### src/rtl/mrd_pkg.sv
// Shared types, constants and the CRC byte step of the Modbus request deframer.
package mrd_pkg;

  localparam logic [15:0] CRC_INIT       = 16'hFFFF;
  localparam logic [15:0] CRC_POLY       = 16'hA001;
  localparam logic [4:0]  EXT_MARK       = 5'h1F;
  localparam logic [11:0] EXT_BASE       = 12'd248;
  localparam logic [7:0]  FUNC_WR_MULTI  = 8'd16;
  localparam logic [8:0]  LEN_FIXED      = 9'd7;
  localparam logic [8:0]  LEN_WR_MULTI   = 9'd8;
  localparam logic [8:0]  FUNC_OFS_STD   = 9'd1;
  localparam logic [8:0]  FUNC_OFS_EXT   = 9'd2;
  localparam int          STATION_W      = 12;

  typedef enum logic [2:0] {
    ROLE_START,
    ROLE_STN_EXT,
    ROLE_FUNC,
    ROLE_ADDR_HI,
    ROLE_ADDR_LO,
    ROLE_QTY_HI,
    ROLE_QTY_LO,
    ROLE_BODY
  } mrd_role_t;

  typedef struct packed {
    logic [7:0] data;
    mrd_role_t  role;
    logic       frame_end;
    logic       ext;
    logic [8:0] frame_length;
    logic [4:0] frame_index;
  } mrd_token_t;

  typedef struct packed {
    logic        crc_ok;
    logic        station_match;
    logic        extended_format;
    logic [11:0] station;
    logic [7:0]  function_code;
    logic [15:0] start_address;
    logic [15:0] quantity_or_value;
    logic [8:0]  frame_length;
    logic [4:0]  frame_index;
  } mrd_result_t;

  function automatic logic [15:0] crc16_step(input logic [15:0] crc, input logic [7:0] b);
    logic [15:0] c;
    c = crc ^ {8'h00, b};
    for (int k = 0; k < 8; k++) begin
      c = c[0] ? ((c >> 1) ^ CRC_POLY) : (c >> 1);
    end
    return c;
  endfunction

endpackage

### src/rtl/mrd_in_if.sv
// Request channel carrying received packet bytes into the deframer.
interface mrd_in_if;
  logic       valid;
  logic       ready;
  logic [7:0] data_byte;
  logic       last_byte;

  modport source (output valid, output data_byte, output last_byte, input ready);
  modport sink (input valid, input data_byte, input last_byte, output ready);
endinterface

### src/rtl/mrd_out_if.sv
// Request channel carrying decoded frame headers out of the deframer.
interface mrd_out_if;
  logic        valid;
  logic        ready;
  logic        crc_ok;
  logic        station_match;
  logic        extended_format;
  logic [11:0] station;
  logic [7:0]  function_code;
  logic [15:0] start_address;
  logic [15:0] quantity_or_value;
  logic [8:0]  frame_length;
  logic [4:0]  frame_index;

  modport source (output valid, output crc_ok, output station_match, output extended_format,
                  output station, output function_code, output start_address,
                  output quantity_or_value, output frame_length, output frame_index,
                  input ready);
  modport sink (input valid, input crc_ok, input station_match, input extended_format,
                input station, input function_code, input start_address,
                input quantity_or_value, input frame_length, input frame_index,
                output ready);
endinterface

### src/rtl/mrd_front.sv
// Front end: tracks frame position and length and tags every byte with its role.
module mrd_front
  import mrd_pkg::*;
#(
  parameter int MAX_FRAMES = 17
) (
  input  logic        clk,
  input  logic        rst_n,
  mrd_in_if.sink      in_req,
  input  logic        q_full,
  output logic        tok_push,
  output mrd_token_t  tok
);

  logic [8:0] pos_r, pos_nxt;
  logic [8:0] exp_r, exp_nxt;
  logic       ext_r, ext_nxt;
  logic       f16_r, f16_nxt;
  logic [4:0] frames_r, frames_nxt;
  logic       stopped_r, stopped_nxt;

  logic       accept;
  logic       ext_now;
  logic [8:0] fo;
  logic [8:0] rel;
  logic [8:0] len_now;
  logic [8:0] count;
  logic       frame_end;
  mrd_role_t  role;

  assign in_req.ready = !q_full;
  assign accept = in_req.valid && !q_full;

  always_comb begin
    ext_now = (pos_r == 9'd0) ? (in_req.data_byte[7:3] == EXT_MARK) : ext_r;
    fo      = ext_now ? FUNC_OFS_EXT : FUNC_OFS_STD;
    rel     = pos_r - fo;
    count   = pos_r + 9'd1;
    len_now = exp_r;
    f16_nxt = f16_r;
    if (pos_r == 9'd0) begin
      role = ROLE_START;
    end else if (pos_r == 9'd1 && ext_r) begin
      role = ROLE_STN_EXT;
    end else begin
      unique case (rel)
        9'd0:    role = ROLE_FUNC;
        9'd1:    role = ROLE_ADDR_HI;
        9'd2:    role = ROLE_ADDR_LO;
        9'd3:    role = ROLE_QTY_HI;
        9'd4:    role = ROLE_QTY_LO;
        default: role = ROLE_BODY;
      endcase
    end
    if (role == ROLE_FUNC) begin
      f16_nxt = (in_req.data_byte == FUNC_WR_MULTI);
      if (in_req.data_byte != FUNC_WR_MULTI) begin
        len_now = fo + LEN_FIXED;
      end
    end else if (role == ROLE_BODY && rel == 9'd5 && f16_r) begin
      len_now = fo + LEN_WR_MULTI + {1'b0, in_req.data_byte};
    end
    frame_end = (len_now != 9'd0) && (count == len_now);

    tok.data         = in_req.data_byte;
    tok.role         = role;
    tok.frame_end    = frame_end;
    tok.ext          = ext_now;
    tok.frame_length = len_now;
    tok.frame_index  = frames_r;
    tok_push         = accept && !stopped_r;

    pos_nxt     = pos_r;
    exp_nxt     = exp_r;
    ext_nxt     = ext_r;
    frames_nxt  = frames_r;
    stopped_nxt = stopped_r;
    if (accept && !stopped_r) begin
      pos_nxt = count;
      exp_nxt = len_now;
      ext_nxt = ext_now;
      if (frame_end) begin
        pos_nxt    = 9'd0;
        exp_nxt    = 9'd0;
        ext_nxt    = 1'b0;
        f16_nxt    = 1'b0;
        frames_nxt = frames_r + 5'd1;
        if (frames_r == 5'(MAX_FRAMES - 1)) begin
          stopped_nxt = 1'b1;
        end
      end
    end else begin
      f16_nxt = f16_r;
    end
    if (accept && in_req.last_byte) begin
      pos_nxt     = 9'd0;
      exp_nxt     = 9'd0;
      ext_nxt     = 1'b0;
      f16_nxt     = 1'b0;
      frames_nxt  = 5'd0;
      stopped_nxt = 1'b0;
    end
  end

  always_ff @(posedge clk) begin
    if (!rst_n) begin
      pos_r     <= 9'd0;
      exp_r     <= 9'd0;
      ext_r     <= 1'b0;
      f16_r     <= 1'b0;
      frames_r  <= 5'd0;
      stopped_r <= 1'b0;
    end else begin
      pos_r     <= pos_nxt;
      exp_r     <= exp_nxt;
      ext_r     <= ext_nxt;
      f16_r     <= f16_nxt;
      frames_r  <= frames_nxt;
      stopped_r <= stopped_nxt;
    end
  end

endmodule

### src/rtl/mrd_queue.sv
// Small register queue of tagged bytes between the front and back ends.
module mrd_queue
  import mrd_pkg::*;
#(
  parameter int DEPTH = 4
) (
  input  logic        clk,
  input  logic        rst_n,
  input  logic        push,
  input  mrd_token_t  push_tok,
  output logic        full,
  input  logic        pop,
  output logic        avail,
  output mrd_token_t  pop_tok
);

  localparam int PW = (DEPTH > 1) ? $clog2(DEPTH) : 1;
  localparam int CW = $clog2(DEPTH + 1);

  mrd_token_t    mem_r [DEPTH];
  logic [PW-1:0] wr_ptr_r, wr_ptr_nxt;
  logic [PW-1:0] rd_ptr_r, rd_ptr_nxt;
  logic [CW-1:0] cnt_r, cnt_nxt;
  logic          do_push;
  logic          do_pop;

  assign full    = (cnt_r == CW'(DEPTH));
  assign avail   = (cnt_r != '0);
  assign pop_tok = mem_r[rd_ptr_r];
  assign do_push = push && !full;
  assign do_pop  = pop && avail;

  always_comb begin
    wr_ptr_nxt = wr_ptr_r;
    rd_ptr_nxt = rd_ptr_r;
    cnt_nxt    = cnt_r;
    if (do_push) begin
      wr_ptr_nxt = (wr_ptr_r == PW'(DEPTH - 1)) ? '0 : wr_ptr_r + PW'(1);
    end
    if (do_pop) begin
      rd_ptr_nxt = (rd_ptr_r == PW'(DEPTH - 1)) ? '0 : rd_ptr_r + PW'(1);
    end
    if (do_push && !do_pop) begin
      cnt_nxt = cnt_r + CW'(1);
    end else if (do_pop && !do_push) begin
      cnt_nxt = cnt_r - CW'(1);
    end
  end

  always_ff @(posedge clk) begin
    if (!rst_n) begin
      wr_ptr_r <= '0;
      rd_ptr_r <= '0;
      cnt_r    <= '0;
    end else begin
      wr_ptr_r <= wr_ptr_nxt;
      rd_ptr_r <= rd_ptr_nxt;
      cnt_r    <= cnt_nxt;
    end
  end

  always_ff @(posedge clk) begin
    if (do_push) begin
      mem_r[wr_ptr_r] <= push_tok;
    end
  end

endmodule

### src/rtl/mrd_back.sv
// Back end: runs the CRC, captures header fields and registers each frame result.
module mrd_back
  import mrd_pkg::*;
(
  input  logic        clk,
  input  logic        rst_n,
  input  logic        cfg_we,
  input  logic [11:0] cfg_wdata,
  input  logic        tok_avail,
  input  mrd_token_t  tok,
  output logic        tok_pop,
  mrd_out_if.source   out_res
);

  logic [11:0] own_station_r;
  logic [15:0] crc_r, crc_nxt;
  logic [11:0] station_r, station_nxt;
  logic [7:0]  func_r, func_nxt;
  logic [15:0] addr_r, addr_nxt;
  logic [15:0] qty_r, qty_nxt;
  mrd_result_t res_r, res_nxt;
  logic        res_valid_r, res_valid_nxt;
  logic        slot_free;

  assign slot_free = !res_valid_r || out_res.ready;
  assign tok_pop   = tok_avail && (!tok.frame_end || slot_free);

  always_comb begin
    crc_nxt     = crc16_step((tok.role == ROLE_START) ? CRC_INIT : crc_r, tok.data);
    station_nxt = station_r;
    func_nxt    = func_r;
    addr_nxt    = addr_r;
    qty_nxt     = qty_r;
    unique case (tok.role)
      ROLE_START:   station_nxt = {4'h0, tok.data};
      ROLE_STN_EXT: station_nxt = 12'({station_r[2:0], 8'h00}) + {4'h0, tok.data} + EXT_BASE;
      ROLE_FUNC:    func_nxt = tok.data;
      ROLE_ADDR_HI: addr_nxt = {tok.data, 8'h00};
      ROLE_ADDR_LO: addr_nxt = {addr_r[15:8], tok.data};
      ROLE_QTY_HI:  qty_nxt = {tok.data, 8'h00};
      ROLE_QTY_LO:  qty_nxt = {qty_r[15:8], tok.data};
      ROLE_BODY:    func_nxt = func_r;
      default:      func_nxt = func_r;
    endcase

    res_nxt.crc_ok            = (crc_nxt == 16'h0000);
    res_nxt.station_match     = (station_nxt == own_station_r);
    res_nxt.extended_format   = tok.ext;
    res_nxt.station           = station_nxt;
    res_nxt.function_code     = func_nxt;
    res_nxt.start_address     = addr_nxt;
    res_nxt.quantity_or_value = qty_nxt;
    res_nxt.frame_length      = tok.frame_length;
    res_nxt.frame_index       = tok.frame_index;

    res_valid_nxt = res_valid_r && !out_res.ready;
    if (tok_pop && tok.frame_end) begin
      res_valid_nxt = 1'b1;
    end
  end

  always_ff @(posedge clk) begin
    if (!rst_n) begin
      own_station_r <= 12'd1;
      res_valid_r   <= 1'b0;
    end else begin
      if (cfg_we) begin
        own_station_r <= cfg_wdata;
      end
      res_valid_r <= res_valid_nxt;
    end
  end

  always_ff @(posedge clk) begin
    if (tok_pop) begin
      crc_r     <= crc_nxt;
      station_r <= station_nxt;
      func_r    <= func_nxt;
      addr_r    <= addr_nxt;
      qty_r     <= qty_nxt;
      if (tok.frame_end) begin
        res_r <= res_nxt;
      end
    end
  end

  assign out_res.valid             = res_valid_r;
  assign out_res.crc_ok            = res_r.crc_ok;
  assign out_res.station_match     = res_r.station_match;
  assign out_res.extended_format   = res_r.extended_format;
  assign out_res.station           = res_r.station;
  assign out_res.function_code     = res_r.function_code;
  assign out_res.start_address     = res_r.start_address;
  assign out_res.quantity_or_value = res_r.quantity_or_value;
  assign out_res.frame_length      = res_r.frame_length;
  assign out_res.frame_index       = res_r.frame_index;

endmodule

### src/rtl/modbus_request_deframer.sv
// Top level of the Modbus RTU request deframer.
// The block takes one packet byte per clock while its queue is not full and
// reports one request per complete frame with its header fields, CRC-16 check
// and station compare. The front end tags each byte with its role in the frame
// and works out the frame length; a QUEUE_DEPTH entry queue feeds the back end,
// which applies one CRC byte step per cycle unless a frame end waits for a free
// output register, which holds the result until the output side is ready. Bytes
// after MAX_FRAMES frames are taken and dropped until the packet's last byte.
module modbus_request_deframer
  import mrd_pkg::*;
#(
  parameter int MAX_FRAMES  = 17,
  parameter int QUEUE_DEPTH = 4
) (
  input  logic        clk,
  input  logic        rst_n,
  mrd_in_if.sink      in_req,
  mrd_out_if.source   out_res,
  input  logic        cfg_we,
  input  logic [11:0] cfg_wdata
);

  logic       q_full;
  logic       tok_push;
  mrd_token_t front_tok;
  logic       q_pop;
  logic       q_avail;
  mrd_token_t back_tok;

  mrd_front #(
    .MAX_FRAMES (MAX_FRAMES)
  ) u_front (
    .clk      (clk),
    .rst_n    (rst_n),
    .in_req   (in_req),
    .q_full   (q_full),
    .tok_push (tok_push),
    .tok      (front_tok)
  );

  mrd_queue #(
    .DEPTH (QUEUE_DEPTH)
  ) u_queue (
    .clk      (clk),
    .rst_n    (rst_n),
    .push     (tok_push),
    .push_tok (front_tok),
    .full     (q_full),
    .pop      (q_pop),
    .avail    (q_avail),
    .pop_tok  (back_tok)
  );

  mrd_back u_back (
    .clk       (clk),
    .rst_n     (rst_n),
    .cfg_we    (cfg_we),
    .cfg_wdata (cfg_wdata),
    .tok_avail (q_avail),
    .tok       (back_tok),
    .tok_pop   (q_pop),
    .out_res   (out_res)
  );

endmodule
### src/flat_wrapper.sv
// flat-port wrapper written by rule: the top's interface ports become plain ports
module modbus_request_deframer_flat import mrd_pkg::*;
#(
  parameter int MAX_FRAMES  = 17,
  parameter int QUEUE_DEPTH = 4
)
  (clk, rst_n, cfg_we, cfg_wdata, in_req_valid, in_req_data_byte, in_req_last_byte, in_req_ready, out_res_valid, out_res_crc_ok, out_res_station_match, out_res_extended_format, out_res_station, out_res_function_code, out_res_start_address, out_res_quantity_or_value, out_res_frame_length, out_res_frame_index, out_res_ready);
  mrd_in_if in_req_i ();
  mrd_out_if out_res_i ();
  input  logic clk;
  input  logic rst_n;
  input  logic cfg_we;
  input  logic [11:0] cfg_wdata;
  input wire logic [$bits(in_req_i.valid)-1:0] in_req_valid;
  input wire logic [$bits(in_req_i.data_byte)-1:0] in_req_data_byte;
  input wire logic [$bits(in_req_i.last_byte)-1:0] in_req_last_byte;
  output wire logic [$bits(in_req_i.ready)-1:0] in_req_ready;
  output wire logic [$bits(out_res_i.valid)-1:0] out_res_valid;
  output wire logic [$bits(out_res_i.crc_ok)-1:0] out_res_crc_ok;
  output wire logic [$bits(out_res_i.station_match)-1:0] out_res_station_match;
  output wire logic [$bits(out_res_i.extended_format)-1:0] out_res_extended_format;
  output wire logic [$bits(out_res_i.station)-1:0] out_res_station;
  output wire logic [$bits(out_res_i.function_code)-1:0] out_res_function_code;
  output wire logic [$bits(out_res_i.start_address)-1:0] out_res_start_address;
  output wire logic [$bits(out_res_i.quantity_or_value)-1:0] out_res_quantity_or_value;
  output wire logic [$bits(out_res_i.frame_length)-1:0] out_res_frame_length;
  output wire logic [$bits(out_res_i.frame_index)-1:0] out_res_frame_index;
  input wire logic [$bits(out_res_i.ready)-1:0] out_res_ready;
  assign in_req_i.valid = in_req_valid;
  assign in_req_i.data_byte = in_req_data_byte;
  assign in_req_i.last_byte = in_req_last_byte;
  assign in_req_ready = in_req_i.ready;
  assign out_res_valid = out_res_i.valid;
  assign out_res_crc_ok = out_res_i.crc_ok;
  assign out_res_station_match = out_res_i.station_match;
  assign out_res_extended_format = out_res_i.extended_format;
  assign out_res_station = out_res_i.station;
  assign out_res_function_code = out_res_i.function_code;
  assign out_res_start_address = out_res_i.start_address;
  assign out_res_quantity_or_value = out_res_i.quantity_or_value;
  assign out_res_frame_length = out_res_i.frame_length;
  assign out_res_frame_index = out_res_i.frame_index;
  assign out_res_i.ready = out_res_ready;
  modbus_request_deframer #(.MAX_FRAMES(MAX_FRAMES), .QUEUE_DEPTH(QUEUE_DEPTH)) u_core (.clk(clk), .rst_n(rst_n), .in_req(in_req_i), .out_res(out_res_i), .cfg_we(cfg_we), .cfg_wdata(cfg_wdata));
endmodule
### config.mk
export PLATFORM = sky130hd
export DESIGN_NAME = modbus_request_deframer_flat
export DESIGN_NICKNAME = d
export VERILOG_FILES = /design/src/rtl/mrd_pkg.sv /design/src/rtl/mrd_in_if.sv /design/src/rtl/mrd_out_if.sv /design/src/rtl/mrd_front.sv /design/src/rtl/mrd_queue.sv /design/src/rtl/mrd_back.sv /design/src/rtl/modbus_request_deframer.sv /design/src/flat_wrapper.sv
export SDC_FILE = /design/constraint.sdc
export NUM_CORES = 1
export LEC_CHECK = 0
export CAP_MARGIN = 20
export CORE_MARGIN = 10
export CORE_UTILIZATION = 50
export DETAILED_ROUTE_END_ITERATION = 12
export DONT_BUFFER_PORTS = 1
export HOLD_SLACK_MARGIN = 0.12
export PLACE_DENSITY = 0.68
export SLEW_MARGIN = 20
export SYNTH_ARGS = -nofsm -noshare
export SYNTH_HDL_FRONTEND = slang
export SYNTH_SLANG_ARGS = --single-unit
### constraint.sdc
create_clock -name clk -period 6.7 [get_ports clk]
set_input_delay 0.335 -clock clk [delete_from_list [all_inputs] [get_ports clk]]
set_output_delay 0.335 -clock clk [all_outputs]
set_load 0.01 [all_outputs]
==> flow_summary.yaml, run 1 <==
drt:
  routed_wl_mm: 25.61
  vias_per_cell: 5.742
  final_antenna_net_count: 0
  routedWlPerCell_um: 20.99
  drt-pass1-iter-count: 5
  drc_errors: 0
  drtIter0Drc: 584
  num_vias: 7005
floorplan:
  die_area_um2: 31620
  die_w_um: 177.8
  start_util_pct: 51.06
  io_pins: 97
  core.rowCount: 57
  fp.dieH_um: 177.8
  core_um2: 24390
synthesis:
  yosys_warnings: 0
  synth_edf_count: 245
  avgSynthCellArea_um2: 14.93
  ys_seq_elements: 293
  netlist_instances: 834
  ys.flop_type: "edfxtp_1"
  async_flop_share_pct: 0
  synth_nets: 881
  synth.cell_area_um2: 12450
  yosysUniqueCellTypes: 70
  seq_area_frac_synth_pct: 66.79
worst_setup_path:
  cp.required_ns: 7.17
  crit_path_max_incr_delay_ns: 0.78
  path_cells: "nor4_4 -> nand3_1 -> mux2_2 -> inv_1 -> ha_1 -> fa_1 -> nor2_1 -> o31a_1 -> a21oi_1 -> nor4b_1 -> o21bai_4 -> a22o_1 -> or2_2 -> nand4_1 -> nor3b_2 -> buf_4 -> nor3_2 -> mux2_2"
  critPathSlowestCell: "nor3_2"
  cp_max_fo: 15
  ff2ff_setup_slack_ns: 0.95
  arrival_ns: 6.22
  cpMostUsedCell: "mux2_2"
  cp-end-kind: "flop"
  critPathLaunchType: "flop"
  critPathKind: "flop to flop"
  worst-path-buf-inv: 2
  cp_top_family: "simple AND/OR/NAND/NOR gates"
final_layout:
  final_cell_mix: "245 x edfxtp_1, 48 x nand2_1, 48 x nor2_1"
  diodes: 0
  final_cells: 1220
  layout_commonest_cell: "edfxtp_1"
  area.growth.synth_to_final_pct: 12.20
  nets: 921
  final_util_pct: 57.28
  final_layout_size_suffix_gt1_share_pct: 13.62
placed_design:
  numPlacedInstances: 1135
  hpwl_mm: 16.53
  gp_congestion: 0.8705
  port_buffers: 0
global_routing:
  grt_start_max_net_pins: 72
  overflow: 0
  grt_pass1_wl_mm: 39.68
  grt_pass1_vias: 6866
  grt_antenna_before_repair: 0
  grt_usage_pct: 15.85
sta:
  fmaxAchievable_ghz: 0.1740
  fin_skew_ns: 0.02023
  slew_viol_final: 0
  slew_headroom_pct: 30.75
  timing.final.crit_share_pct: 85.78
  min_period_ns: 5.747
  rsz0062_at_grt: "false"
  final-setup-viol-count: 0
  final-hold-violation-count: 0
  totalNegativeSetupSlack_ns: 0
  worst_pin_slew_ns: 1.035
clock_tree:
  htree_num_levels: 1
  cts_sinks: 293
  cts_tree: "done"
  cts-resized-gates: 0
  root_buffer: "clkbuf_16"
  post-cts-setup-buffers: 0
  clockBufferDepth: 3
  clk_pin_slew_ns: 0.06
  cts_buffers: 28
  ctsHoldBuffers: 33
  clock_latency_ns: 0.54
job:
  drv_cap: 0
worst_hold_path:
  holdCritPathClass: "input port to flop"
pwr:
  p_per_area_nw_per_um2: 514.7
  irDropWorstVdd_v: 0.0003455
  power.leakage_nw: 4.796
outcome:
  status: "complete, no violations"
cell families after synthesis:
logic type / count (synthesis) / synth area share [%]
AOI/OAI and AO/OA: 132 / 7.706
buffers and inverters: 62 / 2.060
muxes: 70 / 8.590
DFF: 293 / 66.79
adders and majority gates: 21 / 2.291
xor gates and xnor gates: 61 / 4.351
and+or+nand+nor: 195 / 8.208
routing by layer:
metal  GRT usage [%]  wire length [um]  vias to the layer above
met5               0                 0                        -
met4           5.071               637                        0
met3           2.592              1095                       39
met2           27.14             12710                      162
met1           20.21             11160                     3552
li1                -                 -                     3252
power breakdown:
| part | leakage, nW | internal [W] | switching (W) | total, W |
|---|---|---|---|---|
| logic | 1.69 | 0.000962 | 0.00144 | 0.00240 |
| clock network | 0.418 | 0.000823 | 0.000641 | 0.00146 |
| registers | 2.69 | 0.00297 | 0.000359 | 0.00333 |
| total | 4.80 | 0.00475 | 0.00244 | 0.00719 |
path summary, 6_finish.rpt:
| kind | start | end | depth (start not counted) |
|---|---|---|---|
| min reg2reg | u_core.u_front.stopped_r | u_core.u_front.stopped_r | 2 |
| max reg2reg | u_core.u_front.pos_r[2] | u_core.u_front.pos_r[0] | 18 |
| max | u_core.u_front.pos_r[2] | u_core.u_front.pos_r[0] | 18 |
| min | rst_n | u_core.u_front.frames_r[4] | 2 |
synth_stat cells (all sizes together) (7+ instances only):
library cell  instances  area share, %
a21oi                26            1.0
a22o                 34            2.4
and2                  7           0.35
buf                  13           0.58
clkbuf               16           0.48
dfxtp                48            7.7
edfxtp              245             59
ha                   18            1.8
inv                  33           0.99
mux2                 25            2.3
mux2i                18            1.4
mux4                 27            4.9
nand2                49            1.5
nand3                 9           0.36
nand4                 8           0.40
nor2                 48            1.4
nor3                 14           0.73
o21ai                26            1.0
or2                   8           0.40
or3                  14           0.70
xnor2                33            2.4
xor2                 28            2.0
metrics by stage:
step                instance area (um2)  hold WS [ns]  setup slack [ns]  total power (W)
floorplan                         12460        0.4207            0.9292         0.005113
global placement                  12790        0.4347             1.059         0.005701
detailed placement                12790        0.4346            0.9990         0.005765
CTS                               13970        0.2198            0.9826         0.007260
global route                      13970        0.2464            0.5545         0.007576
finish                            13970        0.2286            0.9530         0.007192
sequential cells by signal, summed over array words and instances, names as in the netlist, 8 cells and up, named ones only:
register,cells
u_core.u_back.out_res.frame_length,9
u_core.u_back.out_res.function_code,8
u_core.u_back.out_res.start_address,16
u_core.u_queue.mem_r,108
u_core.u_back.crc_r,16
u_core.u_back.own_station_r,12
u_core.u_back.addr_r,16
u_core.u_front.exp_r,9
u_core.u_back.out_res.quantity_or_value,16
u_core.u_back.func_r,8
u_core.u_back.out_res.station,12
u_core.u_front.pos_r,9
u_core.u_back.qty_r,16
u_core.u_back.station_r,12
cell type report:
cell class                      instances  area (um2)
Timing Repair Buffer                   39       375.4
Inverter                               33       123.9
Clock buffer                           40       797.0
Fill cell                            1883       10420
Sequential cell                       293        8319
Multi-Input combinational cell        479        3895
Tap cell                              324       405.4
Clock inverter                         12       56.30
No activity file was read; power rests on OpenSTA's default activity.
==> inputs of run 2 (changes only) <==
- RECOVER_POWER: not set -> 100
==> run 2 against run 1 <==
The run now ends with max-capacitance violations, max-slew violations left. Sequential cell count did not move. Wire length fell by 0.18%. Cell area fell by 0.27%. First-iteration DRC count fell by 1.4%. Register-to-register slack got worse by 0.08 ns. Largest power group unchanged. Global-route usage did not move. Total power barely moved.
==> flow_summary.yaml, run 2 (synthesis gave the netlist of run 1 again) <==
sta:
  rsz0062_at_grt: "false"
  fin_skew_ns: 0.01925
  slew_headroom_pct: -113.5
  fmaxAchievable_ghz: 0.1715
  final-hold-violation-count: 0
  worst_pin_slew_ns: 3.202
  hold_ws_ns: 0.2334
  final-setup-viol-count: 0
  timing.final.crit_share_pct: 87.03
  slew_viol_final: 202
  totalNegativeSetupSlack_ns: 0
  min_period_ns: 5.831
worst_setup_path:
  arrival_ns: 6.31
  critPathLaunchType: "flop"
  ff2ff_setup_slack_ns: 0.87
  setup.worst_path.start: "u_core.u_front.pos_r[2]"
  cp_max_fo: 15
  cp-end-kind: "flop"
  cp.required_ns: 7.17
  critPathKind: "flop to flop"
  r2r_start: "u_core.u_front.pos_r[2]"
  cp-endpoint: "u_core.u_front.pos_r[0]"
  r2r_end: "u_core.u_front.pos_r[0]"
  ff2ff_path_depth: 18
clock_tree:
  cts_buffers: 28
  htree_num_levels: 1
  clock_latency_ns: 0.54
  cts-resized-gates: 0
  cts_sinks: 293
  cts_tree: "done"
  clk_pin_slew_ns: 0.07
  root_buffer: "clkbuf_16"
  clockBufferDepth: 3
final_layout:
  nets: 921
  layout_commonest_cell: "edfxtp_1"
  final_layout_size_suffix_gt1_share_pct: 10.60
  diodes: 0
  final_cell_mix: "245 x edfxtp_1, 49 x nand2_1, 48 x nor2_1, 48 x dfxtp_1, 34 x a22o_1"
  largest_reg_flops: 108
  stdcell_area_um2: 13930
  area.growth.synth_to_final_pct: 11.90
  top_register: "u_core.u_queue.mem_r"
placed_design:
  placed_area_um2: 12790
  hpwl_mm: 16.53
  port_buffers: 0
  gp_congestion: 0.8705
drt:
  routedWlPerCell_um: 20.95
  drc_errors: 0
  num_vias: 7034
  drtIter0Drc: 576
  routed_wl_mm: 25.56
  vias_per_cell: 5.766
  drt-pass1-iter-count: 5
  final_antenna_net_count: 0
global_routing:
  grt_start_max_net_pins: 72
  grt_pass1_vias: 6866
  grt_antenna_before_repair: 0
  grt_usage_pct: 15.85
  grt_pass1_wl_mm: 39.68
  overflow: 0
job:
  drv_cap: 6
worst_hold_path:
  holdCritPathClass: "input port to flop"
floorplan:
  start_util_pct: 51.06
  io_pins: 97
  die_w_um: 177.8
  core_um2: 24390
  fp.dieH_um: 177.8
  core.rowCount: 57
  die_area_um2: 31620
outcome:
  violations: "max-capacitance violations, max-slew violations"
  status: "finished with violations"
pwr:
  irDropWorstVdd_v: 0.0003502
  power.leakage_nw: 4.776
  p_total_w: 0.007186
  p_per_area_nw_per_um2: 515.7
run 2: repair_timing:
action / 4_1_cts / 5_1_grt
endpoints found under the hold margin: 52 / 0
hold buffers: 33 / 0
setup buffers: 0 / 0
run 2: per-stage QoR:
| stage | util (%) | setup WS, ns | cells |
|---|---|---|---|
| after detailed placement | 52.43 | 0.9990 | 1135 |
| after floorplan | - | 0.9292 | 834 |
| after global placement | 52.43 | 1.059 | 1135 |
| final | 57.13 | 0.8687 | 1220 |
| after global routing | 57.13 | 0.2972 | 1220 |
| after CTS | 57.28 | 0.9826 | 1220 |
run 2: power breakdown:
part | leakage (nW) | internal [W] | switching [W]
Combinational | 1.67 | 0.000934 | 0.00144
Clock | 0.418 | 0.000823 | 0.000640
Sequential | 2.69 | 0.00299 | 0.000357
Total | 4.78 | 0.00475 | 0.00244
run 2: critical path: stages, from the launching register on:
cell,delay (ns)
dfxtp_1,0.48
nor4_4,0.40
nand3_1,0.13
mux2_1,0.45
inv_1,0.16
ha_1,0.22
fa_1,0.54
nor2_1,0.15
o31a_1,0.14
a21oi_1,0.09
nor4b_1,0.67
o21bai_4,0.22
a22o_1,0.36
or2_2,0.32
nand4_1,0.12
nor3b_1,0.06
buf_4,0.18
nor3_2,0.76
mux2_2,0.29
run 2: final cells by class:
class	count	area, um2
clock buffer	40	797.0
clock inverter	12	56.30
fill	1886	10460
inverter	33	123.9
multi-input combinational	479	3870
sequential	293	8318
tap	324	405.4
timing repair buffer	39	364.1
run 2: how the worst min path moves through the flow:
| stage | from | cells past startpoint | end | slack [ns] |
|---|---|---|---|---|
| after detailed placement | in_req_data_byte[5] | 0 | u_core.u_queue.mem_r[3][24] | 0.43 |
| final | rst_n | 2 | u_core.u_front.frames_r[4] | 0.23 |
| after global routing | rst_n | 2 | u_core.u_front.frames_r[4] | 0.25 |
| after floorplan | u_core.u_front.stopped_r | 2 | u_core.u_front.stopped_r | 0.42 |
| after CTS | rst_n | 2 | u_core.u_front.frames_r[4] | 0.22 |
| after global placement | in_req_data_byte[5] | 0 | u_core.u_queue.mem_r[1][24] | 0.43 |
run 2: layer usage:
| layer | share of wire [%] | global-route usage, % | up-vias |
|---|---|---|---|
| met4 | 2.5 | 5.071 | 0 |
| met2 | 49 | 27.14 | 163 |
| met1 | 44 | 20.21 | 3565 |
| li1 | - | - | 3265 |
| met3 | 4.2 | 2.592 | 41 |
| met5 | 0 | 0 | - |
